**config.mk**
```make
export PLATFORM = sky130hd
export DESIGN_NAME = lph_mod_unit
export DESIGN_NICKNAME = d
export VERILOG_FILES = /design/src/sv/lph_pkg.sv /design/src/sv/lph_mod_unit.sv
export SDC_FILE = /design/constraint.sdc
export NUM_CORES = 1
export LEC_CHECK = 0
export ABC_AREA = 1
export BUFFER_PORTS_ARGS = -buffer_cell sky130_fd_sc_hd__buf_2
export CAP_MARGIN = 25
export CORE_MARGIN = 2
export CORE_UTILIZATION = 55
export CTS_CLUSTER_SIZE = 8
export DETAILED_ROUTE_END_ITERATION = 10
export PLACE_DENSITY = 0.77
export SETUP_SLACK_MARGIN = 0.05
export SLEW_MARGIN = 20
export SYNTH_ARGS = -nofsm -noshare
export SYNTH_HDL_FRONTEND = slang
export SYNTH_SLANG_ARGS = --single-unit
```
**constraint.sdc**
```tcl
create_clock -name clock -period 6.1 [get_ports clock]
set_clock_uncertainty 0.2 [all_clocks]
set_input_delay 0.61 -clock clock [delete_from_list [all_inputs] [get_ports clock]]
set_output_delay 0.61 -clock clock [all_outputs]
set_load 0.02 [all_outputs]
```
**src/sv/lph_pkg.sv**
```systemverilog
// lph_pkg: shared widths, command codes, register index and slot row types
// for the linear probing hash lookup block
// no dependencies
package lph_pkg;

   // slot store depth and field widths
   localparam int TABLE_DEPTH = 1024;
   localparam int SLOT_W      = 10;
   localparam int SIZE_W      = 11;
   localparam int KEY_W       = 64;
   localparam int VALUE_W     = 32;

   // start slot reduction, digits of the key taken per cycle
   localparam int MOD_STEP    = 4;
   localparam int MOD_CYCLES  = KEY_W / MOD_STEP;
   localparam int MOD_CNT_W   = $clog2(MOD_CYCLES);

   // csr port
   localparam int CSR_ADDR_W  = 3;
   localparam int CSR_DATA_W  = 32;
   localparam logic REG_TABLE_SIZE = 1'b0;   // register index, paddr[2]

   // command codes
   localparam logic CMD_LOAD   = 1'b0;
   localparam logic CMD_LOOKUP = 1'b1;

   // one slot: used flag (key or sentinel nonzero), key and value
   typedef struct packed {
      logic                 used;
      logic [KEY_W-1:0]     key;
      logic [VALUE_W-1:0]   value;
   } row_type;

   typedef struct packed {
      logic                 en;
      logic [SLOT_W-1:0]    addr;
      row_type              data;
   } ram_wr_type;

endpackage

```
**src/sv/lph_mod_unit.sv**
```systemverilog
// lph_mod_unit: key modulo table size, restoring reduction a few key bits a cycle
// depends on lph_pkg
module lph_mod_unit (
   input  logic                        clock,
   input  logic                        reset,
   input  logic                        start,
   input  logic [lph_pkg::KEY_W-1:0]   dividend,
   input  logic [lph_pkg::SIZE_W-1:0]  divisor,
   output logic                        done,
   output logic [lph_pkg::SLOT_W-1:0]  remainder
);

   logic                           busy_ff, busy_in;
   logic                           done_ff, done_in;
   logic [lph_pkg::MOD_CNT_W-1:0]  cnt_ff, cnt_in;
   logic [lph_pkg::KEY_W-1:0]      quo_ff, quo_in;
   logic [lph_pkg::SIZE_W-1:0]     div_ff, div_in;
   logic [lph_pkg::SLOT_W-1:0]     rem_ff, rem_in;
   logic [lph_pkg::SLOT_W-1:0]     rem_step;
   logic [lph_pkg::SIZE_W-1:0]     trial;

   // remainder stays below divisor (at most 1024), so it fits the slot width
   always_comb begin
      rem_step = rem_ff;
      trial    = '0;
      for (int i = 0; i < lph_pkg::MOD_STEP; i++) begin
         trial = {rem_step, quo_ff[lph_pkg::KEY_W-1-i]};
         if (trial >= div_ff) begin
            trial = trial - div_ff;
         end
         rem_step = trial[lph_pkg::SLOT_W-1:0];
      end
   end

   always_comb begin
      busy_in = busy_ff;
      done_in = 1'b0;
      cnt_in  = cnt_ff;
      quo_in  = quo_ff;
      div_in  = div_ff;
      rem_in  = rem_ff;
      if (start) begin
         busy_in = 1'b1;
         cnt_in  = '0;
         quo_in  = dividend;
         div_in  = divisor;
         rem_in  = '0;
      end else if (busy_ff) begin
         rem_in = rem_step;
         quo_in = quo_ff << lph_pkg::MOD_STEP;
         cnt_in = cnt_ff + 1'b1;
         if (cnt_ff == lph_pkg::MOD_CNT_W'(lph_pkg::MOD_CYCLES - 1)) begin
            busy_in = 1'b0;
            done_in = 1'b1;
         end
      end
   end

   always_ff @(posedge clock) begin
      if (reset) begin
         busy_ff <= 1'b0;
         done_ff <= 1'b0;
         cnt_ff  <= '0;
      end else begin
         busy_ff <= busy_in;
         done_ff <= done_in;
         cnt_ff  <= cnt_in;
      end
   end

   always_ff @(posedge clock) begin
      quo_ff <= quo_in;
      div_ff <= div_in;
      rem_ff <= rem_in;
   end

   assign done      = done_ff;
   assign remainder = rem_ff;

   a_rem_below_divisor: assert property (@(posedge clock) disable iff (reset)
      done_ff |-> ({1'b0, rem_ff} < div_ff))
      else $error("remainder not below divisor");

   a_divisor_nonzero: assert property (@(posedge clock) disable iff (reset)
      busy_ff |-> (div_ff != '0))
      else $error("reduction running with zero divisor");

endmodule

```
After elaboration in Yosys (flattened, before gate mapping):

Cells that the tools add are included.

* $add $sub $neg: 5
* $lt $le $gt $ge: 4
* eq/ne operators: 1
* mux-type cells: 10
* bitwise gates (word level): 1
* reduce and logical (&&, ||, !) cells: 3

Operator list (number)
* 64-bit two-way mux: 2
* 11-bit greater-or-equal comparator: 4
* 10-bit two-way mux: 4
* 10-bit subtractor: 4
* 4-bit by 1-bit adder with 4-bit output, second input constant: 1
* 4-bit equality test, second input constant: 1
* 1-bit two-way mux: 4
* 3-bit OR reduction: 1
* 2-bit nonzero test: 1
* 2-bit OR reduction: 1
* 1-bit NOT: 1

* flip-flop bits (word level): 91
* bits of input ports: 78
* output and inout port bits: 11
* logic and storage cells: 30

Longest topological paths before layout:

* depth in word-level cells: 8
* mapped depth: 42
* gate-level depth less buffers: 41

Worst setup path after synthesis:

Ideal clock, no wire load.

* path kind: register to register
* from: register div_ff[1] in the netlist's numbering
* to: register rem_ff (netlist bit remainder[9])
* setup time: 0.113 ns
* arrival time: 5.260 ns
* data required time: 5.787 ns
* slack: 0.526 ns
* stages on the path, launching flop included: 39
* buffers on the path: 4
* period minus slack after synthesis: 5.574 ns
* path through: edfxtp_1 -> inv_1 -> ha_1 -> nand3_1 -> nand2_2 -> nand2_1 -> nand2_2 -> nand2_4 -> nand2_4 -> buf_12 -> nand2_4 -> nand2_1 -> ha_1 -> a21oi_1 -> o21ai_2 -> nand2_1 -> nand3_1 -> nor2_1 -> (+3 left out) -> ha_1 -> inv_1 -> nor3_1 -> nand3_1 -> nand3_1 -> a21oi_2 -> buf_4 -> nand2_1 -> nand2_1 -> ha_1 -> nand2_1 -> o21ai_1 -> nand4_1 -> nand4_1 -> buf_2 -> nand3_1 -> nand3_1 -> nand2_1

* cells in the longest elaborated chain, start to end: 8

RTL lines
* start, declared: RTL line lph_mod_unit.sv:17 `logic [lph_pkg::SIZE_W-1:0] div_ff, div_in;`
* start signal, assigned: RTL line lph_mod_unit.sv:73 `div_ff <= div_in;`
* 10-bit subtractor or 11-bit greater-or-equal comparator (tied branches): RTL line lph_mod_unit.sv:29, lph_mod_unit.sv:28
* 10-bit two-way mux: RTL line lph_mod_unit.sv:28 `if (trial >= div_ff) begin`
* 10-bit subtractor or 11-bit greater-or-equal comparator (tied branches): RTL line lph_mod_unit.sv:29, lph_mod_unit.sv:28
* 10-bit two-way mux: RTL line lph_mod_unit.sv:28
* 10-bit subtractor or 11-bit greater-or-equal comparator (tied branches): RTL line lph_mod_unit.sv:29, lph_mod_unit.sv:28
* 10-bit two-way mux: RTL line lph_mod_unit.sv:28
* 10-bit subtractor or 11-bit greater-or-equal comparator (tied branches): RTL line lph_mod_unit.sv:29, lph_mod_unit.sv:28
* 10-bit two-way mux (*): RTL line lph_mod_unit.sv:28
* end signal, assigned: RTL line lph_mod_unit.sv:74 `rem_ff <= rem_in;`
* end, declared: RTL line lph_mod_unit.sv:18 `logic [lph_pkg::SLOT_W-1:0] rem_ff, rem_in;`

Mark *: on every way between the ends. The rest lies on a longest branch, timed or not.
A chain may end at the register's enable or synchronous reset.

Worst setup path in the final report:

* from: register quo_ff[63] in the netlist's numbering
* to: register rem_ff (netlist bit remainder[1])

* cells in the longest elaborated chain, start to end: 8

RTL lines
* start, declared: RTL line lph_mod_unit.sv:16 `logic [lph_pkg::KEY_W-1:0] quo_ff, quo_in;`
* start signal, assigned: RTL line lph_mod_unit.sv:72 `quo_ff <= quo_in;`
* 10-bit subtractor or 11-bit greater-or-equal comparator (tied branches): RTL line lph_mod_unit.sv:29, lph_mod_unit.sv:28
* 10-bit two-way mux (*): RTL line lph_mod_unit.sv:28
* 10-bit subtractor or 11-bit greater-or-equal comparator (tied branches): RTL line lph_mod_unit.sv:29, lph_mod_unit.sv:28
* 10-bit two-way mux (*): RTL line lph_mod_unit.sv:28
* 10-bit subtractor or 11-bit greater-or-equal comparator (tied branches): RTL line lph_mod_unit.sv:29, lph_mod_unit.sv:28
* 10-bit two-way mux (*): RTL line lph_mod_unit.sv:28
* 11-bit greater-or-equal comparator or 10-bit subtractor (tied branches): RTL line lph_mod_unit.sv:28, lph_mod_unit.sv:29
* 10-bit two-way mux (*): RTL line lph_mod_unit.sv:28

Marked as above.

==> impl_metrics.env <==
export IMPL_outcome="complete, but fails checks"
export IMPL_violations="negative setup slack"
export IMPL_cts_hold_buf=0
export IMPL_vias_per_cell=5.25
export IMPL_synth_nets=917
export IMPL_vias=5837
export IMPL_final_common_cell="nand2_1"
export IMPL_hold_viol=0
export IMPL_path_clk_slew_ps=90
export IMPL_port_buffers=88
export IMPL_grt_usage=0.282
export IMPL_r2r_setup_slack_ps=-90
export IMPL_antenna_left=0
export IMPL_slew_headroom=0.460
export IMPL_powerDensity_nw_per_um2=555
export IMPL_diodes=0
export IMPL_drive_gt1_frac=0.345
export IMPL_clk_latency_ps=380
export IMPL_cpMostUsedCell="nand2_2"
export IMPL_die_w_um=110
export IMPL_routedWlPerCell_um=15.5
export IMPL_wl_met1_um=7260
export IMPL_h_tree_depth=3
export IMPL_dr_pass1_iters=5
export IMPL_netlist_area_um2=6190
export IMPL_drtIter0Drc=445
export IMPL_cp_slowest_cell="edfxtp_1"
export IMPL_place_gp_congestion=0.988
export IMPL_stdcell_area_um2=8310
export IMPL_setup_viol=5
export IMPL_wl_met2_um=8630
export IMPL_core_area_um2=10900
export IMPL_grt_pass1_vias=5457
export IMPL_max_stage_delay_ps=420
export IMPL_route_met3_wl_um=731
export IMPL_pin_count=89
export IMPL_post_dp_cell_area_um2=7280
export IMPL_endpoint_kind="register"
export IMPL_finalPower_mw=4.62
export IMPL_peakVddDrop_mv=0.685
export IMPL_grt_pass1_wl_um=26000
export IMPL_grt_overflow_total=0
export IMPL_rsz0062_at_grt="true"
export IMPL_final_cell_mix="321 x nand2_1, 88 x buf_2, 83 x buf_4"
export IMPL_seq_area_frac_synth=0.416
export IMPL_cts_path_max_buffers=2
export IMPL_worstPathArrival_ps=6250
export IMPL_hold_class="input pin to register"
export IMPL_postLayoutCoreUtil=0.764
export IMPL_drc=0
export IMPL_route_top_layer_used="met4"
export IMPL_cts_buffers=9
export IMPL_synth_area_per_cell_um2=7.84
export IMPL_cap_violations=0
export IMPL_dieArea_um2=12100
export IMPL_ys_seq_elements=91
export IMPL_p_leak_nw=4.31
export IMPL_fmax_mhz=162
export IMPL_whs_ps=194
export IMPL_die_height_um=110
export IMPL_critPathKind="register to register"
export IMPL_tightest_slew_ps=807
export IMPL_period_needed_ps=6190
export IMPL_start_kind="register"
export IMPL_ys_types=37
export IMPL_dp_slack_ps=-86.8
export IMPL_synth_warnings=0
export IMPL_rows=38
export IMPL_slew_viol_final=0
export IMPL_required_ps=6160
export IMPL_fin_crit_sh=1.01
export IMPL_area_growth_pct=34.3
export IMPL_detailed_place_hpwl_um=12600
export IMPL_nNetsFinal=1095
export IMPL_worst_path_max_fanout=7
export IMPL_setup_slack_ps=-89.0
export IMPL_grt_max_degree=79
export IMPL_start_util=0.568
export IMPL_fillers=798
export IMPL_totalWireLength_um=17300
export IMPL_clock_sinks=91
export IMPL_syn_inst=790
export IMPL_antenna_found_initial=0
export IMPL_root_buffer="clkbuf_8"
export IMPL_cts_tree="done"
==> cell families after synthesis <==
kind of cell             after synthesis  share of synthesized area
AND/OR/NAND/NOR                      467                      0.324
buffers and inverters                 99                     0.0641
flip-flops                            91                      0.416
AO/OA/AOI/OAI                         57                     0.0538
adder cells (fa/ha/maj)               49                      0.104
XOR/XNOR                              27                     0.0382
==> flip-flops by register name, indices dropped and copies added (netlist names) <==
signal,cells
quo_ff,64
div_ff,11
remainder,10
cnt_ff,4
busy_ff,1
done,1
==> synthesized netlist by cell type, drive strengths merged <==
cell type	count	share of area
xor2	16	0.023
o211ai	3	0.0036
nor3	7	0.0057
xnor2	11	0.016
dfxtp	16	0.052
a31o	1	0.0014
nor2	33	0.023
clkinv	1	0.00061
or2	3	0.0030
fa	4	0.013
nand3	63	0.061
inv	79	0.048
clkbuf	14	0.0085
a21oi	31	0.027
a21boi	1	0.0012
nand2	352	0.22
buf	5	0.0071
edfxtp	75	0.36
and2	3	0.0030
a21o	2	0.0024
nand4	5	0.0051
o21ai	13	0.012
nand3b	1	0.0012
a31oi	4	0.0040
o21bai	2	0.0024
ha	45	0.091
==> critical path: cells and delay by family, from the launching register on <==
kind / cells / cell delay [ps]
compound gates: 3 / 550
fa+ha+maj: 5 / 1280
xor+xnor: 1 / 160
buf+inv: 12 / 1220
simple gates: 22 / 2230
flops: 1 / 420
==> final cells by class <==
cell class              count  area (um2)  area share
multi-input cells         600        3800       0.457
flip-flops and latches     91        2570       0.309
repair buffers            185        1230       0.148
inverters                  80         310      0.0373
well taps                 140         175      0.0211
clock buffers               9         124      0.0149
clock inverters             6        97.6      0.0117
repair inverters            1        7.51    0.000903
==> final timing paths <==
check	depth (start not counted)	startpoint	endpoint
setup reg to reg	43	quo_ff[63]$_DFFE_PP_	remainder[1]$_SDFFE_PP0P_
hold reg to reg	2	cnt_ff[1]$_SDFFE_PP0P_	cnt_ff[1]$_SDFFE_PP0P_
hold / removal	2	reset	busy_ff$_SDFF_PP0_
setup / recovery	43	quo_ff[63]$_DFFE_PP_	remainder[1]$_SDFFE_PP0P_
==> where the power goes <==
| part | switching (mW) | total [mW] | internal [mW] |
|---|---|---|---|
| registers | 0.0351 | 0.787 | 0.752 |
| clock network | 0.230 | 0.465 | 0.235 |
| logic | 1.83 | 3.37 | 1.54 |
| total | 2.09 | 4.62 | 2.53 |
==> per-layer routing <==
| layer | vias up | track usage |
|---|---|---|
| li1 | 2912 | - |
| met1 | 2704 | 0.343 |
| met2 | 175 | 0.492 |
| met3 | 46 | 0.0523 |
| met4 | 0 | 0.113 |
| met5 | - | 0 |
==> through the flow <==
step                TNS [ps]  std cells
finish                  -359       1112
global route           -4170       1112
CTS                        0       1098
detailed placement      -415       1073
global placement           0       1073
floorplan                  0        790
==> timing repair <==
action / 4_1_cts / 5_1_grt
pin swaps: 6 / 46
setup endpoints to repair: 10 / 10
gates cloned: 1 / 1
resized for setup: 23 / 114
buffers inserted: 9 / 13
Power figures use the tool's default switching activity.
